$ cat src/hw/rtl/lbpts_pkg.sv
// Shared types and constants for the light bar pairing target select block.
package lbpts_pkg;

  localparam int COORD_W  = 13;
  localparam int HEIGHT_W = 12;
  localparam int RATIO_W  = 10;
  localparam int POS_W    = 14;

  // Register indexes on the configuration port.
  localparam logic [1:0] REG_FRAME_WIDTH  = 2'd0;
  localparam logic [1:0] REG_FRAME_HEIGHT = 2'd1;
  localparam logic [1:0] REG_RATIO_LOW    = 2'd2;
  localparam logic [1:0] REG_RATIO_HIGH   = 2'd3;

  typedef struct packed {
    logic [COORD_W-1:0]  x2;
    logic [COORD_W-1:0]  y2;
    logic [HEIGHT_W-1:0] h;
  } bar_t;

  typedef struct packed {
    logic [COORD_W-1:0] frame_width;
    logic [COORD_W-1:0] frame_height;
    logic [RATIO_W-1:0] ratio_low;
    logic [RATIO_W-1:0] ratio_high;
  } cfg_t;

  // Commands from the controller to the datapath.
  typedef struct packed {
    logic store;      // write incoming bar, or flag overflow
    logic start_i;    // load the outer bar and set j = i + 1
    logic read_j;     // issue store read at j
    logic calc;       // stage 1: differences and squares
    logic mul;        // stage 2: ratio products
    logic judge;      // stage 3: compare and update best
    logic next_i;     // advance i
    logic finish;     // commit result, clear frame
  } cmd_t;

  typedef struct packed {
    logic i_done;     // i reached bar count
    logic i_paired;   // bar i is already paired
    logic j_done;     // j reached bar count
    logic j_paired;   // bar j is already paired
    logic pair_hit;   // last judged pair passed
  } sts_t;

endpackage

$ cat src/hw/rtl/lbpts_ctrl.sv
// Controller sequencing bar loads, the pairing pass and result delivery.
module lbpts_ctrl (
  input  logic            clk,
  input  logic            rst,
  input  logic            in_valid,
  output logic            in_stall,
  input  logic            in_last,
  output logic            out_valid,
  input  logic            out_stall,
  output lbpts_pkg::cmd_t cmd,
  input  lbpts_pkg::sts_t sts
);

  localparam logic [3:0] S_LOAD  = 4'd0;
  localparam logic [3:0] S_OUTER = 4'd1;
  localparam logic [3:0] S_LATCH = 4'd2;
  localparam logic [3:0] S_INNER = 4'd3;
  localparam logic [3:0] S_CALC  = 4'd4;
  localparam logic [3:0] S_MUL   = 4'd5;
  localparam logic [3:0] S_JUDGE = 4'd6;
  localparam logic [3:0] S_CHECK = 4'd7;
  localparam logic [3:0] S_DONE  = 4'd8;

  logic [3:0] state;
  logic [3:0] state_next;
  logic       out_pend;
  logic       take;

  assign in_stall  = (state != S_LOAD);
  assign take      = in_valid && !in_stall;
  assign out_valid = out_pend;

  always_comb begin
    cmd        = '0;
    state_next = state;
    case (state)
      S_LOAD: begin
        if (take) begin
          cmd.store = 1'b1;
          if (in_last) begin
            state_next = S_OUTER;
          end
        end
      end
      S_OUTER: begin
        if (sts.i_done) begin
          state_next = S_DONE;
        end else if (sts.i_paired) begin
          cmd.next_i = 1'b1;
        end else begin
          cmd.start_i = 1'b1;
          state_next  = S_LATCH;
        end
      end
      S_LATCH: begin
        state_next = S_INNER;
      end
      S_INNER: begin
        if (sts.j_done) begin
          cmd.next_i = 1'b1;
          state_next = S_OUTER;
        end else if (sts.j_paired) begin
          cmd.read_j = 1'b1;
        end else begin
          cmd.read_j = 1'b1;
          state_next = S_CALC;
        end
      end
      S_CALC: begin
        cmd.calc   = 1'b1;
        state_next = S_MUL;
      end
      S_MUL: begin
        cmd.mul    = 1'b1;
        state_next = S_JUDGE;
      end
      S_JUDGE: begin
        cmd.judge  = 1'b1;
        state_next = S_CHECK;
      end
      S_CHECK: begin
        if (sts.pair_hit) begin
          cmd.next_i = 1'b1;
          state_next = S_OUTER;
        end else begin
          state_next = S_INNER;
        end
      end
      S_DONE: begin
        if (!out_pend || !out_stall) begin
          cmd.finish = 1'b1;
          state_next = S_LOAD;
        end
      end
      default: begin
        state_next = S_LOAD;
      end
    endcase
  end

  always_ff @(posedge clk) begin
    if (rst) begin
      state    <= S_LOAD;
      out_pend <= 1'b0;
    end else begin
      state <= state_next;
      if (cmd.finish) begin
        out_pend <= 1'b1;
      end else if (!out_stall) begin
        out_pend <= 1'b0;
      end
    end
  end

endmodule

$ cat config.mk
export PLATFORM = sky130hd
export DESIGN_NAME = lbpts_ctrl
export DESIGN_NICKNAME = d
export VERILOG_FILES = /design/src/hw/rtl/lbpts_pkg.sv /design/src/hw/rtl/lbpts_ctrl.sv
export SDC_FILE = /design/constraint.sdc
export NUM_CORES = 1
export LEC_CHECK = 0
export ABC_AREA = 1
export BUFFER_PORTS_ARGS = -buffer_cell sky130_fd_sc_hd__buf_4
export CAP_MARGIN = 20
export CORE_AREA = 2 2 39 41
export CTS_CLUSTER_DIAMETER = 40
export CTS_CLUSTER_SIZE = 28
export DETAILED_ROUTE_END_ITERATION = 12
export DIE_AREA = 0 0 41 43
export GPL_TIMING_DRIVEN = 0
export SLEW_MARGIN = 20
export SYNTH_ARGS = -nofsm -noshare
export SYNTH_HDL_FRONTEND = slang
export SYNTH_SLANG_ARGS = --single-unit
$ cat constraint.sdc
create_clock -name clk -period 1 [get_ports clk]
set_input_delay 0.25 -clock clk [delete_from_list [all_inputs] [get_ports clk]]
set_output_delay 0.25 -clock clk [all_outputs]
set_load 0.02 [all_outputs]
Yosys cells after proc, flatten, opt, wreduce, memory -nomap -nowiden
Cells that the tools add are included.
{"block": "op_classes", "n_reduce_logical": 8, "eq_ne": 14, "muxes": 28}
{"cell": "4-bit case mux with 9 select lines", "n": 1}
{"cell": "4-bit two-way mux", "n": 7}
{"cell": "1-bit two-way mux", "n": 18}
{"cell": "4-bit by 3-bit equality test with 1-bit output, second input constant", "n": 4}
{"cell": "4-bit by 2-bit equality test with 1-bit output, second input constant", "n": 2}
{"cell": "2-bit != test, second input constant", "n": 3}
{"cell": "3-bit != test, second input constant", "n": 2}
{"cell": "5-bit AND reduction", "n": 1}
{"cell": "4-bit by 1-bit equality test with 1-bit output, second input constant", "n": 1}
{"cell": "4-bit equality test, second input constant", "n": 1}
{"cell": "4-bit zero test", "n": 1}
{"cell": "4-bit nonzero test", "n": 1}
{"cell": "1-bit zero test", "n": 3}
{"cell": "1-bit case mux with 3 select lines", "n": 1}
{"cell": "2-bit two-way mux", "n": 1}
{"cell": "2-bit by 1-bit != test with 1-bit output, second input constant", "n": 1}
{"cell": "1-bit logical AND", "n": 1}
{"cell": "1-bit logical OR", "n": 1}
{"block": "totals", "regBits": 5, "wordCells": 52, "input_bits": 10, "output_inout_bits": 10}

Depth between registers and ports, before layout
Gate-level depths: netlist of run 1.
{"block": "logic_depth", "word_depth": 5, "ltp_mapped": 9, "depth_no_buf": 8}

Worst setup path after synthesis of run 1
OpenSTA, ideal clock, no wires.
{"block": "synth_timing", "kind": "register to output", "startpoint": "reg state[1]", "endpoint": "out cmd[7] in the netlist's numbering", "stages_incl_launch_ff": 5, "setup_slack_ns": -0.334, "t_arrival_ns": 1.084, "path_cell_list": "dfxtp_1 buf_6 nor2_2 nand2_1 nor2_1"}
{"element": "start: declaration", "line_no": "lbpts_ctrl.sv:24", "source": "logic [3:0] state;"}
{"element": "start signal: assignment", "line_no": "lbpts_ctrl.sv:106", "source": "state <= state_next;"}
{"element": "end: declaration", "line_no": "lbpts_ctrl.sv:10", "source": "output lbpts_pkg::cmd_t cmd,"}

==> flow_metrics.py, run 1 <==
metrics = {
    "outcome": {
        "status": "finished, violations left",
        "violations": "setup timing",
    },
    "sta": {
        "tightest_slew_ps": 227.6,
        "clock_skew_ps": 1.454,
        "rsz0062_at_grt": "true",
        "slew_viol_final": 0,
        "maxSlewHeadroom_pct": 84.81,
        "setup_slack_ps": -484.2,
        "max_freq_ghz": 0.6738,
        "timing.final.crit_share_pct": 148.4,
        "setup_viol": 14,
        "holdWs_ps": 203.3,
        "hold_viol_final": 0,
        "layout_min_cycle_time_ps": 1484,
    },
    "synthesis": {
        "yosys_most_used_dff": "dfxtp_1",
        "syn_nets": 80,
        "synth_seq_cells": 5,
        "synth-edff-count": 0,
        "synth_area_um2": 414.1,
        "ys_seq_area_share_pct": 24.17,
        "synth_cells": 70,
        "yosysWarningCount": 0,
        "synth.distinct_cells": 18,
        "syn_area_per_cell_um2": 5.916,
        "async_flop_share_pct": 0,
    },
    "placement": {
        "port_buffers": 19,
        "place.gp.congestion": 0.8052,
        "hpwlAfterDp_um": 843.5,
        "pre_cts_ws_ps": -254.0,
    },
    "critical_path": {
        "cp_max_fo": 5,
        "critical_path.cell_chain": "nor2_4 -> buf_4 -> nand3_2 -> nand3_2 -> buf_4",
        "critPathArrivalTime_ps": 1230,
        "worstSetupPathType": "flop to output port",
        "critPathLaunchType": "flop",
        "crit_required_ps": 750,
        "cp_num_buf_inv": 2,
        "end_kind": "output port",
        "cpPeakStageDelay_ps": 340,
        "cp_slowest_cell": "dfxtp_2",
        "path_delay_family": "simple AND/OR/NAND/NOR gates",
    },
    "finish": {
        "fillers": 130,
        "area_growth_pct": 110.3,
        "drive_gt1_share_pct": 66.35,
        "layout_commonest_cell": "buf_4",
        "final_nets": 115,
        "antenna_cells": 0,
        "final_cell_mix": "buf_4, nand2_1, buf_6",
    },
    "cts": {
        "clock_path_buffers": 2,
        "root_buffer": "clkbuf_4",
        "cts_buffers": 3,
        "cts_hold_repair.buffers": 0,
        "cts_tree": "done",
        "cts.sinks": 5,
        "clk_pin_slew_ps": 40,
        "clock_latency_ps": 230,
        "htree_num_levels": 1,
    },
    "die": {
        "num_rows": 14,
        "io_pins": 20,
        "fp.dieArea_um2": 1763,
        "start_util_pct": 29.93,
        "die_h_um": 43,
        "die_x_um": 41,
        "core_area_um2": 1384,
    },
    "pwr": {
        "internal_power_mw": 1.043,
        "p_sw_mw": 0.8281,
        "p_per_area_nw_per_um2": 2148,
        "seqPwrFrac_pct": 19.3,
        "irDropWorstVdd_mv": 1.234,
        "clock_power_share_pct": 11.9,
        "power_leakage_nw": 0.4445,
        "swShare_pct": 44.27,
        "pwr-share-comb_pct": 68.7,
    },
    "detailed_routing": {
        "remaining_drc_errors": 0,
        "wire_per_inst_um": 10.75,
        "antenna_left": 0,
        "drt-total-wl_mm": 1.290,
        "first_iter_violations": 1,
        "routed_via_density": 4.550,
        "dr.pass1.iters": 2,
        "vias": 546,
    },
    "grt": {
        "grt_use_total_pct": 14.67,
        "grt_max_degree": 9,
        "gr-total-overflow": 0,
        "grt_pass1_vias": 438,
        "antenna_found_initial": 0,
        "grt_pass1_wl_mm": 1.745,
    },
    "run": {
        "maxCapViolCount": 0,
    },
    "hold_path": {
        "hp-class": "input pin to flop",
    },
}
[power groups by stage]
| stage | logic (mW) | registers [mW] | clock network, mW |
|---|---|---|---|
| after floorplan | 0.688 | 0.303 | 0 |
| after global placement | 0.909 | 0.305 | 0 |
| after detailed placement | 0.913 | 0.305 | 0 |
| after CTS | 1.20 | 0.319 | 0.235 |
| after global routing | 1.37 | 0.372 | 0.253 |
| final | 1.29 | 0.362 | 0.223 |
[worst paths after layout]
path | start | endpoint | slack [ps] | cells past startpoint
setup / recovery | state[3] | cmd[1] | -480 | 5
hold / removal | rst | out_valid | 200 | 2
setup reg to reg | state[0] | state[1] | -350 | 8
hold reg to reg | out_valid | out_valid | 490 | 2
[layout make-up]
class	instances	area (um^2)	share of cell area (%)
repair buffers	31	286.5	32.90
clock buffers	4	26.28	3.017
well taps	16	20.02	2.299
flip-flops and latches	5	113.9	13.07
multi-input cells	51	372.9	42.82
inverters	13	51.30	5.891
[kinds of logic (layout without fill, tap and decap cells)]
logic type	Yosys count	count (layout)	synth area share [%]
simple gates	47	47	56.50
buf+inv	14	48	14.50
flops	5	5	24.17
compound gates	4	4	4.832
[metrics by stage]
step           cell area [um^2]  util, %  cells  setup TNS, ps  total power [mW]
2_1_floorplan             480.5        -     70         -475.0            0.9907
3_3_place_gp              643.1    46.47    105          -1636             1.213
3_5_place_dp              643.1    46.47    105          -1635             1.217
4_1_cts                   790.8    57.14    116          -4304             1.758
5_1_grt                   870.8    62.93    120          -5240             1.993
6_report                  870.8    62.93    120          -4419             1.871
[worst reg2reg max path, cell delays in order, from the launching register on]
cell	delay [ps]
dfxtp_4	350
buf_4	140
nor2_4	160
buf_6	140
nand3_4	90
nand4_1	180
nand2_1	80
nand2_1	60
nor2_1	40
[cell usage after synthesis, types with 2 or more instances]
cell type  instances  share of area (%)
nor2_2             3                4.5
nor2_1            13                 12
inv_1             12                 11
nand2_1           14                 13
nand3_2            2                4.8
a21oi_1            3                3.6
nand3_1            8                9.7
dfxtp_1            5                 24
[layer usage]
metal	vias to the layer above	part of all wire [%]	track usage (%)
li1	291	-	-
met1	247	43	19.03
met2	8	54	21.56
met3	0	2.9	4.712
met4	0	0	6.000
met5	-	0	0
[repair_timing]
item | in CTS | in global routing
pin swaps | 12 | 11
setup buffers | 8 | 5
resized for setup | 16 | 13
setup endpoints to repair | 12 | 14
[flip-flops by register name, indices dropped and copies added (netlist names)]
name / flops
out_valid: 1
state: 4
(Power assumes the default switching activity.)
==> inputs of run 2 (changes only) <==
RECOVER_POWER = 50   (was default)
clock period = 1.7 ns   (was 1 ns; I/O delays follow)
==> run 2 against run 1 <==
The flow now finishes without violations. Clock skew rose by 5.2 ps. Largest power group unchanged. Count of clock-buffer cells in the layout did not move. Sequential power fell by 51%. Core utilization fell by 18 points. Global-route usage fell by 0.59 points. Largest cell class unchanged. Power fell by 57%. Wire length fell by 23%. First-iteration DRC count rose to 4.0 times the previous value. Cell count fell by 8.3%. Combinational power fell by 63%. Clock power fell by 38%.
==> flow_metrics.py, run 2 (synthesized netlist as in run 1, its figures left out) <==
metrics = {
    "outcome": {
        "status": "finished, final reports clean",
    },
    "grt": {
        "grt_pass1_vias": 451,
        "grt_pass1_wl_mm": 1.642,
        "grt_use_total_pct": 14.08,
        "antenna_found_initial": 0,
        "grt_max_degree": 9,
        "gr-total-overflow": 0,
    },
    "critical_path": {
        "critPathLaunchType": "flop",
        "cpPeakStageDelay_ps": 310,
        "cp_slowest_cell": "dfxtp_1",
        "end_kind": "output port",
        "critPathArrivalTime_ps": 1180,
        "critical_path.cell_chain": "buf_6 -> nand2_2 -> inv_2 -> nand3_1 -> nand3_1 -> buf_4",
        "crit_required_ps": 1270,
        "worstSetupPathType": "flop to output port",
        "cp_max_fo": 8,
        "cp_common_cell": "nand3_1",
    },
    "pwr": {
        "p_per_area_nw_per_um2": 1275,
        "finalPower_mw": 0.7994,
        "irDropWorstVdd_mv": 0.5022,
        "power_leakage_nw": 0.3458,
    },
    "detailed_routing": {
        "antenna_left": 0,
        "first_iter_violations": 4,
        "wire_per_inst_um": 8.991,
        "dr.pass1.iters": 6,
        "routed_via_density": 4.382,
        "drt-total-wl_um": 989,
        "remaining_drc_errors": 0,
        "vias": 482,
    },
    "die": {
        "num_rows": 14,
        "die_h_um": 43,
        "core_area_um2": 1384,
        "io_pins": 20,
        "die_x_um": 41,
        "start_util_pct": 29.93,
        "fp.dieArea_um2": 1763,
    },
    "sta": {
        "slew_viol_final": 0,
        "holdWs_ps": 358.4,
        "layout_min_cycle_time_ps": 1604,
        "timing.final.crit_share_pct": 94.35,
        "setup_viol": 0,
        "clock_skew_ps": 6.629,
        "hold_viol_final": 0,
        "tightest_slew_ps": 243.9,
        "max_freq_ghz": 0.6235,
        "setup_slack_ps": 96.04,
        "maxSlewHeadroom_pct": 83.81,
    },
    "finish": {
        "ff_latch_area_um2": 105.1,
        "area_growth_pct": 51.36,
        "final_nets": 105,
        "multi_input_area_um2": 269.0,
        "top_register": "state",
        "final_cell_mix": "buf_4, nand2_1, nor2_1",
        "drive_gt1_share_pct": 40.43,
        "layout_commonest_cell": "buf_4",
        "largest_reg_flops": 4,
        "antenna_cells": 0,
        "layout.cells.non_filler": 110,
        "fillers": 156,
    },
    "cts": {
        "root_buffer": "clkbuf_4",
        "clock_latency_ps": 240,
        "htree_num_levels": 1,
        "clock_path_buffers": 2,
        "clk_pin_slew_ps": 50,
        "cts_tree": "done",
        "cts_hold_repair.buffers": 0,
        "cts_buffers": 3,
        "cts.sinks": 5,
    },
    "placement": {
        "place_inst": 105,
        "pre_cts_ws_ps": 266.6,
        "place.gp.congestion": 0.7706,
        "hpwlAfterDp_um": 796.1,
        "port_buffers": 19,
    },
    "hold_path": {
        "hp-class": "input pin to flop",
    },
    "run": {
        "maxCapViolCount": 0,
    },
}
-- run 2: cell count changes in the layout (fill, tap and decap cells not counted), moves of 3 or more --
| cell | before | now |
|---|---|---|
| buf_6 | 11 | 1 |
| dfxtp_1 | 0 | 3 |
| nand2_4 | 3 | 0 |
| nand3_1 | 3 | 8 |
| nand3_2 | 6 | 2 |
| nor2_1 | 7 | 12 |
| nor2_4 | 6 | 3 |
-- run 2: path summary, 6_finish.rpt --
check,from,endpoint,slack (ps),depth (start not counted)
worst max-delay path,state[1],cmd[1],100,6
worst min-delay path,rst,state[2],360,2
worst max register to register,state[3],state[1],480,7
worst min register to register,out_valid,out_valid,490,2
-- run 2: worst max-delay path: cells and delay by family, from the launching register on --
kind,cells,cell delay [ps]
buf+inv,3,350
simple gates,3,270
flops,1,310
-- run 2: area by class of cell --
class,instances,area share (%)
Sequential cell,5,16.77
Clock buffer,4,4.192
Buffer,1,1.796
Inverter,13,7.784
Multi-Input combinational cell,51,42.91
Tap cell,16,3.194
Timing Repair Buffer,20,23.35
-- run 2: layer usage --
layer	routed length (um)	up-vias	share of wire, %	global-route usage [%]
li1	-	263	-	-
met1	458	199	46	16.83
met2	457	18	46	20.94
met3	57	2	5.8	3.141
met4	15	0	1.5	10.00
met5	0	-	0	0
-- run 2: what timing repair did --
action / in CTS / in global routing
setup endpoints to repair: 0 / 4
setup buffers: 0 / 1
hold endpoints to repair: 0 / 0
gates resized for setup: 0 / 9
-- run 2: per-stage QoR --
step	cell area [um^2]	TNS, ps	util, %
final	626.9	0	45.30
after global placement	576.8	0	41.68
after CTS	603.1	0	43.58
after detailed placement	576.8	0	41.68
after global routing	626.9	-0.4274	45.30
after floorplan	414.1	0	-
-- run 2: where the power goes --
group / internal (mW) / total (mW) / switching [mW]
registers: 0.151 / 0.179 / 0.0279
logic: 0.192 / 0.483 / 0.291
clock network: 0.0888 / 0.138 / 0.0488
==> inputs of run 3 (changes only) <==
clock period = 1.94 ns   (was 1.7 ns; I/O delays follow)
==> run 3 against run 2 <==
Register-to-register slack improved by 210 ps. Worst hold slack improved by 61 ps. Via count decreased by 2.3%. Clock skew about the same. Setup slack improved by 67 ps. Sequential cell count unchanged. First-iteration DRC count increased by 75%. Non-clock buffer count decreased by 1. Cell count decreased by 0.91%. Design area decreased by 5.4%. Largest cell class unchanged.
==> flow_metrics.py, run 3 (synthesized netlist as in run 1, its figures left out) <==
metrics = {
    "critical_path": {
        "worstSetupPathType": "flop to output port",
        "critPathLaunchType": "flop",
        "end_kind": "output port",
        "crit_required_ps": 1450,
        "critPathArrivalTime_ps": 1290,
        "cp_max_fo": 8,
    },
    "cts": {
        "cts_buffers": 3,
        "ctsResizeCount": 0,
        "root_buffer": "clkbuf_4",
        "clock_latency_ps": 240,
        "clock_path_buffers": 2,
        "post-cts-setup-buffers": 0,
        "htree_num_levels": 1,
        "cts_tree": "done",
        "cts.sinks": 5,
        "clk_pin_slew_ps": 50,
        "cts_hold_repair.buffers": 0,
    },
    "detailed_routing": {
        "remaining_drc_errors": 0,
        "antenna_left": 0,
        "vias": 471,
        "wire_per_inst_um": 9.028,
        "first_iter_violations": 7,
        "dr.pass1.iters": 3,
        "routed_via_density": 4.321,
        "drt-total-wl_um": 984,
    },
    "sta": {
        "tightest_slew_ps": 289.4,
        "slew_viol_final": 0,
        "hold_viol_final": 0,
        "maxSlewHeadroom_pct": 80.63,
        "max_freq_ghz": 0.5627,
        "layout_min_cycle_time_ps": 1777,
        "finalSetupTns_ps": 0,
        "rsz0062_at_grt": "false",
        "clock_skew_ps": 6.296,
        "timing.final.crit_share_pct": 91.60,
        "setup_viol": 0,
    },
    "finish": {
        "area_growth_pct": 43.20,
        "drive_gt1_share_pct": 31.18,
        "top_register": "state",
        "antenna_cells": 0,
        "layout.cells.non_filler": 109,
        "layout_commonest_cell": "buf_4",
        "final_nets": 104,
        "final_cell_mix": "buf_4, nand2_1, nor2_1",
        "largest_reg_flops": 4,
    },
    "grt": {
        "grt_use_total_pct": 14.08,
        "grt_pass1_vias": 451,
        "grt_max_degree": 9,
        "antenna_found_initial": 0,
        "grt_pass1_wl_mm": 1.642,
        "gr-total-overflow": 0,
    },
    "pwr": {
        "p_per_area_nw_per_um2": 1103,
        "irDropWorstVdd_mv": 0.3853,
        "power_leakage_nw": 0.3356,
    },
    "die": {
        "die_x_um": 41,
        "io_pins": 20,
        "core_area_um2": 1384,
        "die_h_um": 43,
        "start_util_pct": 29.93,
        "num_rows": 14,
        "fp.dieArea_um2": 1763,
    },
    "outcome": {
        "status": "finished, final reports clean",
    },
    "run": {
        "maxCapViolCount": 0,
    },
    "hold_path": {
        "hp-class": "input pin to flop",
    },
    "placement": {
        "port_buffers": 19,
        "hpwlAfterDp_um": 796.1,
        "place_inst": 105,
        "place.gp.congestion": 0.7706,
    },
}
[run 3: changes by cell type in the layout (fill, tap and decap cells not counted), sizes merged]
cell / previous run / this run
clkbuf: 5 / 6
buf: 20 / 18
[run 3: where the power goes]
group          switching (mW)  internal, mW  leakage, nW
Sequential             0.0179         0.127       0.0409
Clock                  0.0427        0.0778       0.0150
Combinational           0.239         0.150        0.280
[run 3: critical path: stages, from the launching register on]
cell and delay [ps]:
dfxtp_1 300, buf_6 130, nor2_1 250, nand2_1 130
nor2_1 100, buf_4 140
[run 3: worst paths after layout]
check | slack, ps | endpoint | cells past startpoint | startpoint
worst max-delay path | 160 | cmd[7] | 5 | state[1]
worst min-delay path | 420 | out_valid | 2 | rst
worst max register to register | 690 | state[1] | 7 | state[1]
worst min register to register | 490 | out_valid | 2 | out_valid
[run 3: per-layer routing]
metal  vias to the layer above  wire length, um  track usage [%]
met3                         2               48            3.141
met2                        14              449            20.94
met1                       192              471            16.83
met4                         0               15            10.00
li1                        263                -                -
met5                         -                0                0
[run 3: layout make-up]
cell class              instances  area [um^2]
plain buffers                   1        11.26
clock buffers                   4        26.28
fillers                       164        790.8
inverters                      13        48.80
multi-input cells              51        251.5
flip-flops and latches          5        100.1
well taps                      16        20.02
repair buffers                 19        135.1
[run 3: stage by stage]
stage	setup WS, ps	hold WS, ps	total power [mW]	util, %	cell area, um^2
5_1_grt	48.70	421.5	0.7229	42.86	593.1
4_1_cts	191.8	408.8	0.6715	43.58	603.1
3_5_place_dp	386.6	484.4	0.5429	41.68	576.8
6_report	163.0	419.2	0.6541	42.86	593.1
2_1_floorplan	371.0	550.1	0.4254	-	414.1
3_3_place_gp	391.4	474.5	0.5391	41.68	576.8
